==> src/rtl/dsc_pkg.sv <==
// ----------------------------------------------------------------------------
// Debug stop controller package
// Command and reason codes, plan kinds and the item types shared by the
// stages of the debug stop controller.
// ----------------------------------------------------------------------------
package dsc_pkg;

    localparam int DEFAULT_COUNT_WIDTH = 32;

    localparam logic [3:0] CMD_ARM        = 4'd0;
    localparam logic [3:0] CMD_CLEAR      = 4'd1;
    localparam logic [3:0] CMD_RESET      = 4'd2;
    localparam logic [3:0] CMD_OBSERVE    = 4'd3;
    localparam logic [3:0] CMD_RUN_DONE   = 4'd4;
    localparam logic [3:0] CMD_DONE_BREAK = 4'd5;
    localparam logic [3:0] CMD_DONE_WATCH = 4'd6;
    localparam logic [3:0] CMD_TAKE       = 4'd7;
    localparam logic [3:0] CMD_BUDGET     = 4'd8;

    localparam logic [1:0] KIND_NONE         = 2'd0;
    localparam logic [1:0] KIND_TRACE        = 2'd1;
    localparam logic [1:0] KIND_BREAK_REAL   = 2'd2;
    localparam logic [1:0] KIND_BREAK_LINEAR = 2'd3;

    localparam logic [1:0] REASON_NONE  = 2'd0;
    localparam logic [1:0] REASON_BREAK = 2'd1;
    localparam logic [1:0] REASON_WATCH = 2'd2;
    localparam logic [1:0] REASON_TRACE = 2'd3;

    typedef struct packed {
        logic [3:0]  command;
        logic [1:0]  plan_kind;
        logic [31:0] trace_count;
        logic [31:0] break_address;
        logic [31:0] code_base;
        logic [31:0] instruction_offset;
        logic        watch_match;
        logic [31:0] amount;
    } t_item;

    typedef struct packed {
        logic        status;
        logic [31:0] budget;
        logic        breakpoint_due;
        logic        stop_pending;
        logic [1:0]  stop_reason;
        logic [31:0] stop_count;
        logic        taken;
    } t_result;

endpackage

==> src/rtl/debug_stop_controller.sv <==
// ----------------------------------------------------------------------------
// Debug stop controller
// Keeps the debug plan of a processor (trace or breakpoint), the last
// observed instruction and one pending stop, and answers each command item
// with exactly one result item.
//
// Command items enter on the input channel (i_in_valid, o_in_stall) and
// results leave on the output channel (o_out_valid, i_out_stall). An item
// is moved at a clock edge where valid is high and stall is low.
// An accepted item is held in the input register, processed combinationally
// against the plan and observation registers, and written to the result
// register when that register is empty or its item is being taken.
// One item is accepted per cycle as long as the receiver takes results.
// When the receiver stalls, the result register holds its item, the input
// register takes one more item only if it is empty, and o_in_stall then
// stays high until the result is taken. Synchronous reset empties both
// registers and clears the plan, the observation and any pending stop.
// ----------------------------------------------------------------------------
module debug_stop_controller
    import dsc_pkg::*;
#(
    parameter int COUNT_WIDTH = DEFAULT_COUNT_WIDTH
)
(
    input  logic        i_clk,
    input  logic        i_rst_n,
    input  logic        i_in_valid,
    output logic        o_in_stall,
    input  logic [3:0]  i_command,
    input  logic [1:0]  i_plan_kind,
    input  logic [31:0] i_trace_count,
    input  logic [31:0] i_break_address,
    input  logic [31:0] i_code_base,
    input  logic [31:0] i_instruction_offset,
    input  logic        i_watch_match,
    input  logic [31:0] i_amount,
    output logic        o_out_valid,
    input  logic        i_out_stall,
    output logic        o_status,
    output logic [31:0] o_budget,
    output logic        o_breakpoint_due,
    output logic        o_stop_pending,
    output logic [1:0]  o_stop_reason,
    output logic [31:0] o_stop_count,
    output logic        o_taken
);

    t_item   w_in_item;
    t_item   w_s1_item;
    logic    w_s1_valid;
    logic    w_advance;
    t_result w_core_result;
    t_result w_out_result;

    always_comb begin
        w_in_item.command            = i_command;
        w_in_item.plan_kind          = i_plan_kind;
        w_in_item.trace_count        = i_trace_count;
        w_in_item.break_address      = i_break_address;
        w_in_item.code_base          = i_code_base;
        w_in_item.instruction_offset = i_instruction_offset;
        w_in_item.watch_match        = i_watch_match;
        w_in_item.amount             = i_amount;
    end

    dsc_in_stage u_in_stage (
        .i_clk     (i_clk),
        .i_rst_n   (i_rst_n),
        .i_valid   (i_in_valid),
        .i_item    (w_in_item),
        .i_advance (w_advance),
        .o_stall   (o_in_stall),
        .o_valid   (w_s1_valid),
        .o_item    (w_s1_item)
    );

    dsc_core #(
        .COUNT_WIDTH (COUNT_WIDTH)
    ) u_core (
        .i_clk    (i_clk),
        .i_rst_n  (i_rst_n),
        .i_fire   (w_s1_valid && w_advance),
        .i_item   (w_s1_item),
        .o_result (w_core_result)
    );

    dsc_out_stage u_out_stage (
        .i_clk     (i_clk),
        .i_rst_n   (i_rst_n),
        .i_valid   (w_s1_valid),
        .i_result  (w_core_result),
        .i_stall   (i_out_stall),
        .o_advance (w_advance),
        .o_valid   (o_out_valid),
        .o_result  (w_out_result)
    );

    assign o_status         = w_out_result.status;
    assign o_budget         = w_out_result.budget;
    assign o_breakpoint_due = w_out_result.breakpoint_due;
    assign o_stop_pending   = w_out_result.stop_pending;
    assign o_stop_reason    = w_out_result.stop_reason;
    assign o_stop_count     = w_out_result.stop_count;
    assign o_taken          = w_out_result.taken;

endmodule

==> src/rtl/dsc_in_stage.sv <==
// ----------------------------------------------------------------------------
// Debug stop controller input register
// Holds one accepted command item until the core consumes it.
// ----------------------------------------------------------------------------
module dsc_in_stage
    import dsc_pkg::*;
(
    input  logic  i_clk,
    input  logic  i_rst_n,
    input  logic  i_valid,
    input  t_item i_item,
    input  logic  i_advance,
    output logic  o_stall,
    output logic  o_valid,
    output t_item o_item
);

    logic  r_valid;
    t_item r_item;
    logic  w_load;

    assign w_load  = !r_valid || i_advance;
    assign o_stall = !w_load;
    assign o_valid = r_valid;
    assign o_item  = r_item;

    always_ff @(posedge i_clk) begin
        if (!i_rst_n) begin
            r_valid <= 1'b0;
        end else if (w_load) begin
            r_valid <= i_valid;
        end
    end

    always_ff @(posedge i_clk) begin
        if (w_load && i_valid) begin
            r_item <= i_item;
        end
    end

endmodule

==> src/rtl/dsc_core.sv <==
// ----------------------------------------------------------------------------
// Debug stop controller core
// Holds the plan, the observation and the pending stop, and works out the
// next state and the result of one command item.
// ----------------------------------------------------------------------------
module dsc_core
    import dsc_pkg::*;
#(
    parameter int COUNT_WIDTH = DEFAULT_COUNT_WIDTH
)
(
    input  logic    i_clk,
    input  logic    i_rst_n,
    input  logic    i_fire,
    input  t_item   i_item,
    output t_result o_result
);

    localparam int IN_W = (COUNT_WIDTH < 32) ? COUNT_WIDTH : 32;

    logic [1:0]             r_kind, n_kind;
    logic [COUNT_WIDTH-1:0] r_rem, n_rem;
    logic [COUNT_WIDTH-1:0] r_exec, n_exec;
    logic [31:0]            r_target, n_target;
    logic                   r_pend_flag, n_pend_flag;
    logic [1:0]             r_pend_reason, n_pend_reason;
    logic [COUNT_WIDTH-1:0] r_pend_count, n_pend_count;
    logic [31:0]            r_seen_base, n_seen_base;
    logic [31:0]            r_seen_off, n_seen_off;
    logic                   r_seen_watch, n_seen_watch;
    logic                   r_seen_valid, n_seen_valid;

    logic [COUNT_WIDTH-1:0] w_amount;
    logic [COUNT_WIDTH-1:0] w_tcount;
    logic [COUNT_WIDTH:0]   w_sum;
    logic [COUNT_WIDTH-1:0] w_sat;
    logic                   w_is_break;
    logic [COUNT_WIDTH-1:0] w_budget;
    logic [COUNT_WIDTH-1:0] w_scount;
    logic                   w_status;
    logic                   w_taken;
    logic                   w_took;
    logic [1:0]             w_took_reason;
    logic [31:0]            w_linear;

    assign w_amount   = COUNT_WIDTH'(i_item.amount[IN_W-1:0]);
    assign w_tcount   = COUNT_WIDTH'(i_item.trace_count[IN_W-1:0]);
    assign w_sum      = {1'b0, r_exec} + {1'b0, w_amount};
    assign w_sat      = w_sum[COUNT_WIDTH] ? {COUNT_WIDTH{1'b1}} : w_sum[COUNT_WIDTH-1:0];
    assign w_is_break = (r_kind == KIND_BREAK_REAL) || (r_kind == KIND_BREAK_LINEAR);

    always_comb begin
        n_kind        = r_kind;
        n_rem         = r_rem;
        n_exec        = r_exec;
        n_target      = r_target;
        n_pend_flag   = r_pend_flag;
        n_pend_reason = r_pend_reason;
        n_pend_count  = r_pend_count;
        n_seen_base   = r_seen_base;
        n_seen_off    = r_seen_off;
        n_seen_watch  = r_seen_watch;
        n_seen_valid  = r_seen_valid;
        w_status      = 1'b0;
        w_budget      = '0;
        w_scount      = '0;
        w_taken       = 1'b0;
        w_took        = 1'b0;
        w_took_reason = REASON_NONE;
        case (i_item.command)
            CMD_ARM: begin
                if ((i_item.plan_kind == KIND_NONE) ||
                    ((i_item.plan_kind == KIND_TRACE) && (w_tcount == '0))) begin
                    w_status = 1'b1;
                end else begin
                    n_kind        = i_item.plan_kind;
                    n_rem         = w_tcount;
                    n_exec        = '0;
                    n_target      = i_item.break_address;
                    n_pend_flag   = 1'b0;
                    n_pend_reason = REASON_NONE;
                    n_pend_count  = '0;
                end
            end
            CMD_CLEAR, CMD_RESET: begin
                n_kind        = KIND_NONE;
                n_rem         = '0;
                n_exec        = '0;
                n_target      = '0;
                n_pend_flag   = 1'b0;
                n_pend_reason = REASON_NONE;
                n_pend_count  = '0;
                if (i_item.command == CMD_RESET) begin
                    n_seen_base  = '0;
                    n_seen_off   = '0;
                    n_seen_watch = 1'b0;
                    n_seen_valid = 1'b0;
                end
            end
            CMD_OBSERVE: begin
                n_seen_base  = i_item.code_base;
                n_seen_off   = i_item.instruction_offset;
                n_seen_watch = i_item.watch_match;
                n_seen_valid = 1'b1;
            end
            CMD_RUN_DONE: begin
                if (w_amount != '0) begin
                    if (w_is_break) begin
                        n_exec = w_sat;
                    end else if (r_kind == KIND_TRACE) begin
                        n_exec = w_sat;
                        if (w_amount < r_rem) begin
                            n_rem = r_rem - w_amount;
                        end else begin
                            n_pend_flag   = 1'b1;
                            n_pend_reason = REASON_TRACE;
                            n_pend_count  = w_sat;
                            n_kind        = KIND_NONE;
                        end
                    end
                end
            end
            CMD_DONE_BREAK: begin
                if (w_is_break) begin
                    n_pend_flag   = 1'b1;
                    n_pend_reason = REASON_BREAK;
                    n_pend_count  = r_exec;
                    n_kind        = KIND_NONE;
                end
            end
            CMD_DONE_WATCH: begin
                if (r_seen_valid && r_seen_watch) begin
                    n_kind        = KIND_NONE;
                    n_rem         = '0;
                    n_exec        = '0;
                    n_target      = '0;
                    n_pend_flag   = 1'b1;
                    n_pend_reason = REASON_WATCH;
                    n_pend_count  = r_exec;
                end
            end
            CMD_TAKE: begin
                w_took = 1'b1;
                if (r_pend_flag) begin
                    w_taken       = 1'b1;
                    w_took_reason = r_pend_reason;
                    w_scount      = r_pend_count;
                    n_pend_flag   = 1'b0;
                    n_pend_reason = REASON_NONE;
                    n_pend_count  = '0;
                end
            end
            CMD_BUDGET: begin
                if (w_amount == '0) begin
                    w_budget = '0;
                end else if ((r_kind == KIND_TRACE) && (r_rem < w_amount)) begin
                    w_budget = r_rem;
                end else if (w_is_break) begin
                    w_budget = COUNT_WIDTH'(1);
                end else begin
                    w_budget = w_amount;
                end
            end
            default: begin
            end
        endcase
    end

    assign w_linear = n_seen_base + n_seen_off;

    always_comb begin
        o_result.status         = w_status;
        o_result.budget         = 32'(w_budget);
        o_result.breakpoint_due = n_seen_valid && n_kind[1] && (w_linear == n_target);
        o_result.stop_pending   = n_pend_flag;
        o_result.stop_reason    = w_took ? w_took_reason : n_pend_reason;
        o_result.stop_count     = 32'(w_scount);
        o_result.taken          = w_taken;
    end

    always_ff @(posedge i_clk) begin
        if (!i_rst_n) begin
            r_kind        <= KIND_NONE;
            r_rem         <= '0;
            r_exec        <= '0;
            r_target      <= '0;
            r_pend_flag   <= 1'b0;
            r_pend_reason <= REASON_NONE;
            r_pend_count  <= '0;
            r_seen_base   <= '0;
            r_seen_off    <= '0;
            r_seen_watch  <= 1'b0;
            r_seen_valid  <= 1'b0;
        end else if (i_fire) begin
            r_kind        <= n_kind;
            r_rem         <= n_rem;
            r_exec        <= n_exec;
            r_target      <= n_target;
            r_pend_flag   <= n_pend_flag;
            r_pend_reason <= n_pend_reason;
            r_pend_count  <= n_pend_count;
            r_seen_base   <= n_seen_base;
            r_seen_off    <= n_seen_off;
            r_seen_watch  <= n_seen_watch;
            r_seen_valid  <= n_seen_valid;
        end
    end

    // A pending stop always carries a reason, and no reason is kept without one.
    a_pend_reason: assert property (@(posedge i_clk) disable iff (!i_rst_n)
        r_pend_flag == (r_pend_reason != REASON_NONE))
        else $error("pending flag and reason disagree");

    a_take_clears: assert property (@(posedge i_clk) disable iff (!i_rst_n)
        (i_fire && (i_item.command == CMD_TAKE)) |=> !r_pend_flag)
        else $error("take left a stop pending");

    a_status_arm: assert property (@(posedge i_clk) disable iff (!i_rst_n)
        (i_fire && o_result.status) |=> $stable(r_kind) && $stable(r_pend_flag))
        else $error("refused arm changed the plan");

    a_taken_only_take: assert property (@(posedge i_clk) disable iff (!i_rst_n)
        (o_result.taken || (o_result.stop_count != '0)) |-> (i_item.command == CMD_TAKE))
        else $error("stop reported outside a take");

endmodule

==> src/rtl/dsc_out_stage.sv <==
// ----------------------------------------------------------------------------
// Debug stop controller result register
// Holds one result item until the receiver takes it.
// ----------------------------------------------------------------------------
module dsc_out_stage
    import dsc_pkg::*;
(
    input  logic    i_clk,
    input  logic    i_rst_n,
    input  logic    i_valid,
    input  t_result i_result,
    input  logic    i_stall,
    output logic    o_advance,
    output logic    o_valid,
    output t_result o_result
);

    logic    r_valid;
    t_result r_result;

    assign o_advance = !r_valid || !i_stall;
    assign o_valid   = r_valid;
    assign o_result  = r_result;

    always_ff @(posedge i_clk) begin
        if (!i_rst_n) begin
            r_valid <= 1'b0;
        end else if (o_advance) begin
            r_valid <= i_valid;
        end
    end

    always_ff @(posedge i_clk) begin
        if (o_advance && i_valid) begin
            r_result <= i_result;
        end
    end

endmodule

==> config.mk <==
export PLATFORM = sky130hd
export DESIGN_NAME = debug_stop_controller
export DESIGN_NICKNAME = d
export VERILOG_FILES = /design/src/rtl/dsc_pkg.sv /design/src/rtl/debug_stop_controller.sv /design/src/rtl/dsc_in_stage.sv /design/src/rtl/dsc_core.sv /design/src/rtl/dsc_out_stage.sv
export SDC_FILE = /design/constraint.sdc
export NUM_CORES = 1
export LEC_CHECK = 0
export ABC_CLOCK_PERIOD_IN_PS = 11800
export BUFFER_PORTS_ARGS = -buffer_cell sky130_fd_sc_hd__buf_2
export CORE_AREA = 5 5 206 208
export DETAILED_ROUTE_END_ITERATION = 16
export DIE_AREA = 0 0 211 213
export GPL_TIMING_DRIVEN = 0
export PLACE_DENSITY = 0.83
export SLEW_MARGIN = 20
export SYNTH_ARGS = -nofsm -noshare
export SYNTH_HDL_FRONTEND = slang
export SYNTH_SLANG_ARGS = --single-unit
==> constraint.sdc <==
create_clock -name i_clk -period 11.8 [get_ports i_clk]
set_clock_uncertainty 0.1 [all_clocks]
set_input_delay 0.59 -clock i_clk [delete_from_list [all_inputs] [get_ports i_clk]]
set_output_delay 0.59 -clock i_clk [all_outputs]
set_load 0.05 [all_outputs]
==> flow_metrics.env, run 1 <==
export IMPL_max_freq_mhz=153
export IMPL_initial_core_util_pct=54.3
export IMPL_worstPathMaxFanout=10
export IMPL_grt_antenna_before_repair=1
export IMPL_grt_ovfl_total=0
export IMPL_die_y_um=213
export IMPL_cts_tree="done"
export IMPL_maxSlewHeadroom_pct=40.8
export IMPL_ys_flop_type="edfxtp_1"
export IMPL_io_pins=243
export IMPL_rsz0062_at_grt="no"
export IMPL_r2r_end="u_out_stage.o_result[36]"
export IMPL_max_stage_delay_ns=0.57
export IMPL_grt_pass1_wl_mm=99.5
export IMPL_dieArea_um2=44900
export IMPL_arrival_ns=6.80
export IMPL_synth_area_leaders="edfxtp_1, dfxtp_1, ha_1, a22oi_1, nor2b_1"
export IMPL_path_buf_inv=3
export IMPL_n_antenna_cell=0
export IMPL_power_density_nw_per_um2=137
export IMPL_topRoutingLayerUsed="met5"
export IMPL_clk_latency_ns=0.57
export IMPL_period_minus_slack_ns=6.52
export IMPL_hold_path_depth=1
export IMPL_placedCellCount=2909
export IMPL_finalSetupTns_ns=0
export IMPL_synthTopCellsByCount="edfxtp_1, dfxtp_1, a21oi_1"
export IMPL_outcome="finished, final reports clean"
export IMPL_wl_per_cell_um=21.6
export IMPL_cts_sinks=438
export IMPL_wirelength_mm=64.5
export IMPL_clockRootBuffer="clkbuf_16"
export IMPL_worst_pin_slew_ns=0.888
export IMPL_crit_chain="clkbuf_1, nand2_1, nor3_1, clkbuf_1, buf_1, a22o_1, ha_1, fa_1, a211oi_1, o211ai_1, o21ai_1, xor2_1, a222oi_1, nand2_1, a2111o_1, nor4_2, o211ai_1, nor4_1, nand4_1, or4_1, nor4_1"
export IMPL_endpoint_kind="flip-flop"
export IMPL_finalHoldViolCount=0
export IMPL_syn_avg_cell_area_um2=10.3
export IMPL_area_delta_synth_final_pct=16.3
export IMPL_worstHoldStart="i_instruction_offset[31]"
export IMPL_yosys_area_top_type_share_pct=32.5
export IMPL_nets=2692
export IMPL_stdcell_count=2991
export IMPL_syn_inst=2130
export IMPL_max_vdd_ir_drop_mv=0.182
export IMPL_grt_max_degree=78
export IMPL_vias_per_cell=6.16
export IMPL_io_buffers=241
export IMPL_met3_length_mm=5.63
export IMPL_synth_cell_types=75
export IMPL_cts_resized=0
export IMPL_startpoint_type="flip-flop"
export IMPL_drive_gt1_share_pct=14.0
export IMPL_slowest_stage="clkbuf_1"
export IMPL_final_max_slew_violation_count=0
export IMPL_drtPass1Iterations=6
export IMPL_crit_type="reg -> reg"
export IMPL_cp_required_ns=12.08
export IMPL_p_leak_nw=10.2
export IMPL_synth_edf_count=237
export IMPL_dieWidth_um=211
export IMPL_grt_pass1_vias=17900
export IMPL_ys_ff_latch=438
export IMPL_core_um2=40400
export IMPL_synth_warnings=0
export IMPL_finalSetupViolCount=0
export IMPL_rows=74
export IMPL_cts_hold_buffers=0
export IMPL_synth_nets=2399
export IMPL_numCtsBuffers=44
export IMPL_htreeDepth=2
export IMPL_drt_initial_drc_count=1960
export IMPL_syn_area_um2=21900
export IMPL_cts_setup_buffers=0
export IMPL_min_path_type="in -> reg"
export IMPL_wl_met2_mm=29.7
export IMPL_stdcell_area_um2=25500
export IMPL_gp_congestion=0.931
export IMPL_cts_max_path_buffers=3
export IMPL_drc_errors=0
export IMPL_r2r_start="u_in_stage.o_item[163]"
export IMPL_crit_family="simple AND/OR/NAND/NOR gates"
export IMPL_placed_area_um2=24000
export IMPL_grt_usage_pct=28.0
export IMPL_num_vias=18400
export IMPL_r2r_slack_ns=5.28
export IMPL_hold_end="u_in_stage.o_item[64]"
export IMPL_yosysMostFrequentCell="edfxtp_1"
export IMPL_ant_nets=0
export IMPL_ys_seq_area_share_pct=50.8
export IMPL_reg2reg_depth=21
export IMPL_finalCritPeriodShare_pct=55.2
export IMPL_drv_cap=0
export IMPL_clk_pin_slew_ns=0.07
export IMPL_wl_met1_mm=27.0
export IMPL_timing_hold_ws_ns=0.0866
export IMPL_async_flop_share_pct=0
export IMPL_dp_hpwl_mm=49.3
export IMPL_synth_largest_area_cell="edfxtp_1"
sequential cells by signal (all words and copies together), names as in the netlist:
register              flops
u_core.r_exec            32
u_core.r_kind             2
u_core.r_pend_count      32
u_core.r_pend_flag        1
u_core.r_pend_reason      2
u_core.r_rem             32
u_core.r_seen_base       32
u_core.r_seen_off        32
u_core.r_seen_valid       1
u_core.r_seen_watch       1
u_core.r_target          32
u_in_stage.o_item       167
u_in_stage.o_valid        1
u_out_stage.o_result     70
u_out_stage.o_valid       1
per-layer routing:
layer,up-vias,track usage (%)
met5,-,0
met4,2,9.99
met3,148,5.60
met2,894,44.2
met1,8822,38.8
li1,8544,-
worst max path at each step:
stage / startpoint / end / slack, ns / depth (start not counted)
after floorplan: i_out_stall / u_in_stage.o_item[0] / 2.67 / 2
after global placement: i_out_stall / u_in_stage.o_item[147] / -0.05 / 3
after detailed placement: u_in_stage.o_item[163] / u_out_stage.o_result[36] / 5.48 / 21
after CTS: u_in_stage.o_item[163] / u_out_stage.o_result[36] / 5.41 / 21
after global routing: u_in_stage.o_item[163] / u_out_stage.o_result[36] / 4.88 / 21
final: u_in_stage.o_item[163] / u_out_stage.o_result[36] / 5.28 / 21
placed cells by master, fill, tap and decap left out, types with 28 or more instances in the layout:
| cell | netlist | final |
|---|---|---|
| nor2_1 | 105 | 105 |
| and3_1 | 40 | 40 |
| nand3_1 | 30 | 30 |
| ha_1 | 95 | 95 |
| a21oi_1 | 156 | 156 |
| inv_1 | 55 | 55 |
| dfxtp_1 | 201 | 201 |
| a22oi_1 | 148 | 148 |
| xnor2_1 | 63 | 63 |
| a22o_1 | 62 | 62 |
| edfxtp_1 | 237 | 237 |
| o211a_1 | 28 | 28 |
| nand2_1 | 135 | 135 |
| o21ai_0 | 133 | 133 |
| a21o_1 | 45 | 45 |
| nor2b_1 | 126 | 125 |
| clkbuf_1 | 115 | 120 |
| xor2_1 | 36 | 36 |
| a31oi_1 | 31 | 31 |
| buf_2 | 4 | 245 |
| clkbuf_16 | 0 | 46 |
| nor3_1 | 49 | 49 |
logic make-up after synthesis:
family,Yosys count,synth area share [%]
AOI/OAI and AO/OA,709,21.8
xor gates and xnor gates,101,4.16
adders and majority gates,98,5.70
buffers and inverters,187,3.29
DFF,438,50.8
muxes,13,0.599
and+or+nand+nor,584,13.7
area by class of cell:
type	instances	area, um^2
inverter	56	215
clock buffer	57	1250
clock inverter	25	273
fill	3223	14900
multi-input combinational	1505	10100
buffer	131	512
tap	532	666
timing repair buffer	247	1350
sequential	438	11100
stage by stage:
step,total power [W],util (%),worst slack [ns]
2_1_floorplan,0.00194,-,2.67
4_1_cts,0.00351,63.1,5.41
3_3_place_gp,0.00206,59.0,-0.0472
3_5_place_dp,0.00206,59.3,5.48
5_1_grt,0.00362,63.1,4.88
6_report,0.00350,63.1,5.28
power by group:
group,total [W],internal [W],switching (W)
registers,0.00171,0.00167,0.0000443
clock network,0.00146,0.000863,0.000599
logic,0.000325,0.000116,0.000209
(Power assumes the default switching activity.)
==> inputs of run 2 (changes only) <==
Settings changed: ABC_CLOCK_PERIOD_IN_PS 11800 to 6500.
Clock period 11.8 ns to 6.5 ns, I/O delays scaled along.
==> run 2 against run 1 <==
Global-route usage is 3.4 points higher. Wire length is 13% higher. Power is 88% higher. Clock power is 90% higher. Final area is 6.7% higher. Critical path depth is 2 lower. Utilization is 4.2 points higher. Flip-flop and latch count stayed put. Sequential power is 82% higher. Setup slack worse by 4.9 ns. Via count is 7.3% higher. Non-clock buffer count is 168 higher. Critical path type unchanged. Largest power group unchanged. Highest routed layer unchanged.
==> flow_metrics.env, run 2 (same netlist as run 1, synthesis figures left out) <==
export IMPL_max_vdd_ir_drop_mv=0.272
export IMPL_finalHoldViolCount=0
export IMPL_die_y_um=213
export IMPL_intPower_w=0.00488
export IMPL_num_fill_cells=2985
export IMPL_grt_antenna_before_repair=2
export IMPL_r2r_start="u_in_stage.o_item[166]"
export IMPL_dieArea_um2=44900
export IMPL_grtUsageMet2_pct=50.7
export IMPL_drt_initial_drc_count=2682
export IMPL_r2r_slack_ns=0.37
export IMPL_cts_sinks=438
export IMPL_stdcell_count=3161
export IMPL_dp_hpwl_mm=49.7
export IMPL_grt_util_met3_pct=5.39
export IMPL_busiest_layer="met2"
export IMPL_largest_reg_flops=167
export IMPL_period_minus_slack_ns=6.13
export IMPL_vias_per_cell=6.25
export IMPL_max_freq_mhz=163
export IMPL_crit_chain="clkbuf_1, nor3_2, clkbuf_4, clkbuf_2, a22o_1, ha_1, fa_1, a211oi_1, o21ai_0, xnor2_1, and3_1, a2111oi_0, nand4_1, nor4_2, o211ai_1, nor4_1, nand4_1, or4_1, nor4_1"
export IMPL_drtPass1Iterations=6
export IMPL_grt_max_degree=78
export IMPL_max_stage_delay_ns=0.60
export IMPL_worstHoldStart="i_rst_n"
export IMPL_cts_tree="done"
export IMPL_outcome="finished, final reports clean"
export IMPL_io_buffers=241
export IMPL_maxSlewHeadroom_pct=30.4
export IMPL_wirelength_mm=73.0
export IMPL_startpoint_type="flip-flop"
export IMPL_path_buf_inv=3
export IMPL_pwr_share_comb_pct=10.4
export IMPL_r2r_end="u_out_stage.o_result[36]"
export IMPL_grt_pass1_wl_mm=110
export IMPL_sequentialPowerShare_pct=47.4
export IMPL_numCtsBuffers=45
export IMPL_reg2reg_depth=19
export IMPL_final_cell_mix="buf_2, edfxtp_1, dfxtp_1"
export IMPL_grt_usage_pct=31.4
export IMPL_rsz0062_at_grt="no"
export IMPL_dieWidth_um=211
export IMPL_min_path_type="in -> reg"
export IMPL_cts_max_path_buffers=3
export IMPL_placedCellCount=2909
export IMPL_clk_latency_ns=0.61
export IMPL_drc_errors=0
export IMPL_finalWorstSetupSlack_ns=0.372
export IMPL_area_delta_synth_final_pct=24.1
export IMPL_ant_nets=0
export IMPL_grt_use_met1_pct=42.1
export IMPL_finalSetupViolCount=0
export IMPL_n_antenna_cell=0
export IMPL_crit_type="reg -> reg"
export IMPL_worst_pin_slew_ns=1.04
export IMPL_grt_ovfl_total=0
export IMPL_core_um2=40400
export IMPL_num_vias=19800
export IMPL_cts_setup_buffers=0
export IMPL_endpoint_kind="flip-flop"
export IMPL_clk_pin_slew_ns=0.07
export IMPL_drv_cap=0
export IMPL_gp_congestion=0.948
export IMPL_rows=74
export IMPL_crit_family="simple AND/OR/NAND/NOR gates"
export IMPL_hold_end="u_core.r_pend_flag"
export IMPL_hold_path_depth=3
export IMPL_grt_pass1_vias=19200
export IMPL_p_leak_nw=11.0
export IMPL_initial_core_util_pct=54.3
export IMPL_htreeDepth=2
export IMPL_io_pins=243
export IMPL_finalCritPeriodShare_pct=94.3
export IMPL_clockRootBuffer="clkbuf_16"
export IMPL_layout_commonest_cell="buf_2"
export IMPL_p_clk_share_pct=42.1
export IMPL_drive_gt1_share_pct=13.2
export IMPL_cp_required_ns=6.81
export IMPL_power_density_nw_per_um2=241
export IMPL_power_switching_w=0.00168
export IMPL_nets=2861
export IMPL_post_place_ws_ns=-0.0200
export IMPL_wl_per_cell_um=23.1
export IMPL_arrival_ns=6.44
export IMPL_final_max_slew_violation_count=0
export IMPL_switching_share_pct=25.7
export IMPL_worstPathMaxFanout=10
export IMPL_slowest_stage="a2111oi_0"
-- run 2: changes by cell type in the layout (fill, tap and decap cells not counted), moves of 2 or more --
cell | before | now
clkbuf_2 | 0 | 4
buf_16 | 3 | 1
clkbuf_1 | 120 | 123
clkinvlp_4 | 6 | 2
clkbuf_8 | 6 | 3
clkinv_1 | 5 | 7
dlygate4sd3_1 | 0 | 169
buf_12 | 3 | 5
buf_1 | 10 | 7
inv_16 | 0 | 3
-- run 2: layout make-up --
type / instances / area, um^2 / area share [%]
flip-flops and latches: 438 / 11100 / 41.0
multi-input cells: 1505 / 10100 / 37.1
repair buffers: 416 / 3030 / 11.1
clock buffers: 59 / 1210 / 4.44
well taps: 532 / 666 / 2.45
plain buffers: 130 / 517 / 1.90
clock inverters: 25 / 327 / 1.20
inverters: 56 / 215 / 0.791
-- run 2: layer usage --
layer / part of all wire (%) / wire length, um
met2: 47 / 34000
met4: 4.6 / 3340
met1: 40 / 28900
met5: 0.025 / 18
met3: 9.3 / 6830
-- run 2: worst max path at each step --
stage | from | end | slack (ns) | cells after the start
after global routing | u_in_stage.o_item[163] | u_out_stage.o_result[36] | 0.005 | 21
after global placement | i_out_stall | u_in_stage.o_item[147] | -0.71 | 3
after CTS | u_in_stage.o_item[163] | u_out_stage.o_result[36] | 0.16 | 21
final | u_in_stage.o_item[166] | u_out_stage.o_result[36] | 0.37 | 19
after floorplan | u_out_stage.o_valid | u_in_stage.o_item[0] | 0.62 | 2
after detailed placement | u_in_stage.o_item[163] | u_out_stage.o_result[36] | -0.02 | 21
-- run 2: worst min-delay path, delay by kind of cell --
family | cells | cell delay [ns]
simple gates | 1 | 0.06
buf+inv | 1 | 0.22
compound gates | 1 | 0.14
-- run 2: through the flow --
step | power (W) | area [um^2] | util, % | hold slack (ns) | TNS (ns)
2_1_floorplan | 0.00352 | 21900 | - | 0.324 | 0
3_3_place_gp | 0.00373 | 23800 | 59.0 | 0.383 | -115.82
3_5_place_dp | 0.00374 | 23900 | 59.3 | 0.387 | -0.0200
4_1_cts | 0.00650 | 27200 | 67.3 | 0.0737 | 0
5_1_grt | 0.00673 | 27200 | 67.4 | 0.115 | 0
6_report | 0.00656 | 27200 | 67.4 | 0.101 | 0
-- run 2: repair_timing --
| item | in CTS | in global routing |
|---|---|---|
| gates resized for setup | 1 | 11 |
| endpoints found under the hold margin | 169 | 0 |
| endpoints found under the setup margin | 1 | 1 |
| hold buffers | 169 | 0 |
-- run 2: power by group through the flow --
stage / Combinational, W / Sequential, W / Clock (W)
after floorplan: 0.000320 / 0.00320 / 0
after global placement: 0.000552 / 0.00317 / 0
after detailed placement: 0.000575 / 0.00316 / 0
after CTS: 0.000659 / 0.00311 / 0.00273
after global routing: 0.000729 / 0.00312 / 0.00288
final: 0.000683 / 0.00311 / 0.00277
==> inputs of run 3 (changes only) <==
Settings changed: CORE_AREA 5 5 206 208 to 5 5 208 210, DIE_AREA 0 0 211 213 to 0 0 213 215, SYNTH_HIERARCHICAL set to 1.
==> run 3 against run 2 <==
Flip-flop and latch count unchanged. Wire length increased by 1.6%. Global-route usage decreased by 0.077 points. Die area increased by 1.9%. Sequential share of layout area decreased by 0.84 points. Combinational power increased by 9.4%. Critical endpoint is now u_out_stage/o_result[36].
==> flow_metrics.env, run 3 <==
export IMPL_grt_ovfl_total=0
export IMPL_nets=3080
export IMPL_arrival_ns=6.43
export IMPL_syn_area_um2=22400
export IMPL_cts_setup_buffers=0
export IMPL_period_minus_slack_ns=6.10
export IMPL_grt_pass1_wl_mm=114
export IMPL_finalSetupTns_ns=0
export IMPL_hold_path_depth=3
export IMPL_drive_gt1_share_pct=12.5
export IMPL_min_path_type="in -> reg"
export IMPL_startpoint_type="flip-flop"
export IMPL_die_y_um=215
export IMPL_yosys_area_top_type_share_pct=31.8
export IMPL_layout_commonest_cell="nand2_1"
export IMPL_grt_use_met1_pct=37.5
export IMPL_slowest_stage="edfxtp_1"
export IMPL_clk_latency_ns=0.59
export IMPL_ys_flop_type="edfxtp_1"
export IMPL_path_buf_inv=3
export IMPL_worstHoldStart="i_rst_n"
export IMPL_cts_tree="done"
export IMPL_synth_edf_count=237
export IMPL_r2r_start="u_in_stage/o_item[163]"
export IMPL_initial_core_util_pct=54.2
export IMPL_numCtsBuffers=47
export IMPL_syn_avg_cell_area_um2=9.56
export IMPL_clk_pin_slew_ns=0.06
export IMPL_ant_nets=0
export IMPL_dp_hpwl_mm=52.5
export IMPL_p_leak_nw=11.1
export IMPL_max_vdd_ir_drop_mv=0.216
export IMPL_cts_max_path_buffers=3
export IMPL_synth_cell_types=74
export IMPL_io_buffers=242
export IMPL_grt_antenna_before_repair=0
export IMPL_dieWidth_um=213
export IMPL_busiest_layer="met2"
export IMPL_r2r_end="u_out_stage/o_result[36]"
export IMPL_finalHoldViolCount=0
export IMPL_clockRootBuffer="clkbuf_16"
export IMPL_rows=75
export IMPL_final_cell_mix="nand2_1, o21ai_0, buf_2"
export IMPL_syn_inst=2345
export IMPL_rsz0062_at_grt="no"
export IMPL_finalCritPeriodShare_pct=93.8
export IMPL_io_pins=243
export IMPL_yosysMostFrequentCell="nand2_1"
export IMPL_r2r_slack_ns=0.40
export IMPL_crit_type="reg -> reg"
export IMPL_num_fill_cells=3198
export IMPL_drt_initial_drc_count=2132
export IMPL_ys_ff_latch=438
export IMPL_wl_per_cell_um=21.9
export IMPL_synthTopCellsByCount="nand2_1, o21ai_0, edfxtp_1"
export IMPL_num_vias=20600
export IMPL_drtPass1Iterations=6
export IMPL_dieArea_um2=45800
export IMPL_grtUsageMet2_pct=54.9
export IMPL_area_delta_synth_final_pct=23.9
export IMPL_worst_pin_slew_ns=0.980
export IMPL_hold_end="u_core/r_exec[0]"
export IMPL_endpoint_kind="flip-flop"
export IMPL_core_um2=41400
export IMPL_wirelength_mm=74.2
export IMPL_largest_reg_flops=167
export IMPL_reg2reg_depth=18
export IMPL_synth_area_leaders="edfxtp_1, dfxtp_1, o21ai_0, ha_1, nand2_1"
export IMPL_max_freq_mhz=164
export IMPL_ys_seq_area_share_pct=49.7
export IMPL_outcome="finished, final reports clean"
export IMPL_final_max_slew_violation_count=0
export IMPL_timing_hold_ws_ns=0.0883
export IMPL_gp_congestion=0.950
export IMPL_async_flop_share_pct=0
export IMPL_grt_pass1_vias=20800
export IMPL_finalSetupViolCount=0
export IMPL_grt_usage_pct=31.3
export IMPL_synth_nets=2614
export IMPL_htreeDepth=2
export IMPL_maxSlewHeadroom_pct=34.3
export IMPL_cp_required_ns=6.83
export IMPL_synth_warnings=6
export IMPL_grt_util_met3_pct=4.13
export IMPL_max_stage_delay_ns=0.64
export IMPL_synth_largest_area_cell="edfxtp_1"
export IMPL_cts_sinks=438
export IMPL_drc_errors=0
export IMPL_vias_per_cell=6.07
export IMPL_power_density_nw_per_um2=239
export IMPL_crit_chain="buf_2, clkbuf_2, clkbuf_2, nand2_1, o21ai_0, ha_1, a211oi_1, o21bai_1, o41ai_2, o31ai_1, a21boi_0, xnor3_1, a21boi_0, nand4_1, nor4_1, nand3_1, or4b_1, nor3_2"
export IMPL_worstPathMaxFanout=13
export IMPL_grt_max_degree=45
export IMPL_drv_cap=0
export IMPL_crit_family="compound AO/OA/AOI/OAI gates"
==> run 3: cell types whose count changed in the layout (fill, tap and decap cells not counted), moves of 15 or more <==
cell     before  now
nand2_1     134  308
o21ai_0     133  282
and2_1       20  108
nor2b_1     125   44
a22o_1       62    3
a22oi_1     148   89
and3_1       40   11
a21oi_1     156  131
a31oi_1      31   50
nand3_1      30   45
==> run 3: worst min-delay path: cells and delay by family <==
family	cells	cell delay, ns
and+or+nand+nor	1	0.15
buffers and inverters	1	0.15
AOI/OAI and AO/OA	1	0.08
==> run 3: worst max path at each step <==
stage	from	to	slack, ns	cells after the start
CTS	u_in_stage/o_item[166]	u_out_stage/o_result[36]	0.02	21
detailed placement	u_in_stage/o_item[163]	u_out_stage/o_result[36]	-0.43	19
global route	u_in_stage/o_item[165]	u_out_stage/o_result[36]	0.14	20
floorplan	u_out_stage/o_valid	u_in_stage/o_item[0]	0.80	3
finish	u_in_stage/o_item[163]	u_out_stage/o_result[36]	0.40	18
global placement	i_out_stall	u_in_stage/o_item[135]	-0.69	4
==> run 3: cells by family after synthesis <==
family	Yosys count	synth area share, %
compound gates	738	20.5
xor+xnor	103	4.21
fa+ha+maj	98	5.57
buf+inv	199	3.48
flops	438	49.7
mux	3	0.140
simple gates	766	16.4
==> run 3: repair_timing <==
action / in CTS / in global routing
endpoints found under the setup margin: 1 / 1
gates resized for setup: 4 / 6
hold buffers: 171 / 0
hold endpoints to repair: 169 / 0
==> run 3: where the power goes <==
| part | internal (W) | leakage, nW | switching [W] |
|---|---|---|---|
| Sequential | 0.00303 | 3.90 | 0.0000811 |
| Clock | 0.00161 | 0.769 | 0.00115 |
| Combinational | 0.000290 | 6.43 | 0.000457 |
==> run 3: through the flow <==
step | setup WS [ns] | std cells | total power, W | instance area (um^2) | utilization (%)
floorplan | 0.797 | 2345 | 0.00357 | 22400 | -
CTS | 0.0170 | 3391 | 0.00662 | 27800 | 67.1
global placement | -0.685 | 3126 | 0.00380 | 24300 | 58.7
finish | 0.404 | 3389 | 0.00663 | 27800 | 67.1
global route | 0.143 | 3388 | 0.00684 | 27800 | 67.1
detailed placement | -0.427 | 3133 | 0.00381 | 24500 | 59.1
==> run 3: final cells by class <==
class / count / area [um^2] / area share [%]
timing repair buffer: 420 / 3070 / 11.1
buffer: 138 / 558 / 2.01
tap: 539 / 674 / 2.43
clock buffer: 65 / 1350 / 4.85
clock inverter: 22 / 226 / 0.815
sequential: 438 / 11100 / 40.1
multi-input combinational: 1708 / 10500 / 37.9
antenna: 1 / 2.50 / 0.00901
inverter: 58 / 218 / 0.784
==> run 3: layer usage <==
metal / routed length [um] / vias to the layer above
met3: 5020 / 244
li1: - / 9503
met1: 27800 / 9779
met2: 37300 / 1035
met4: 4160 / 0
met5: 0 / -
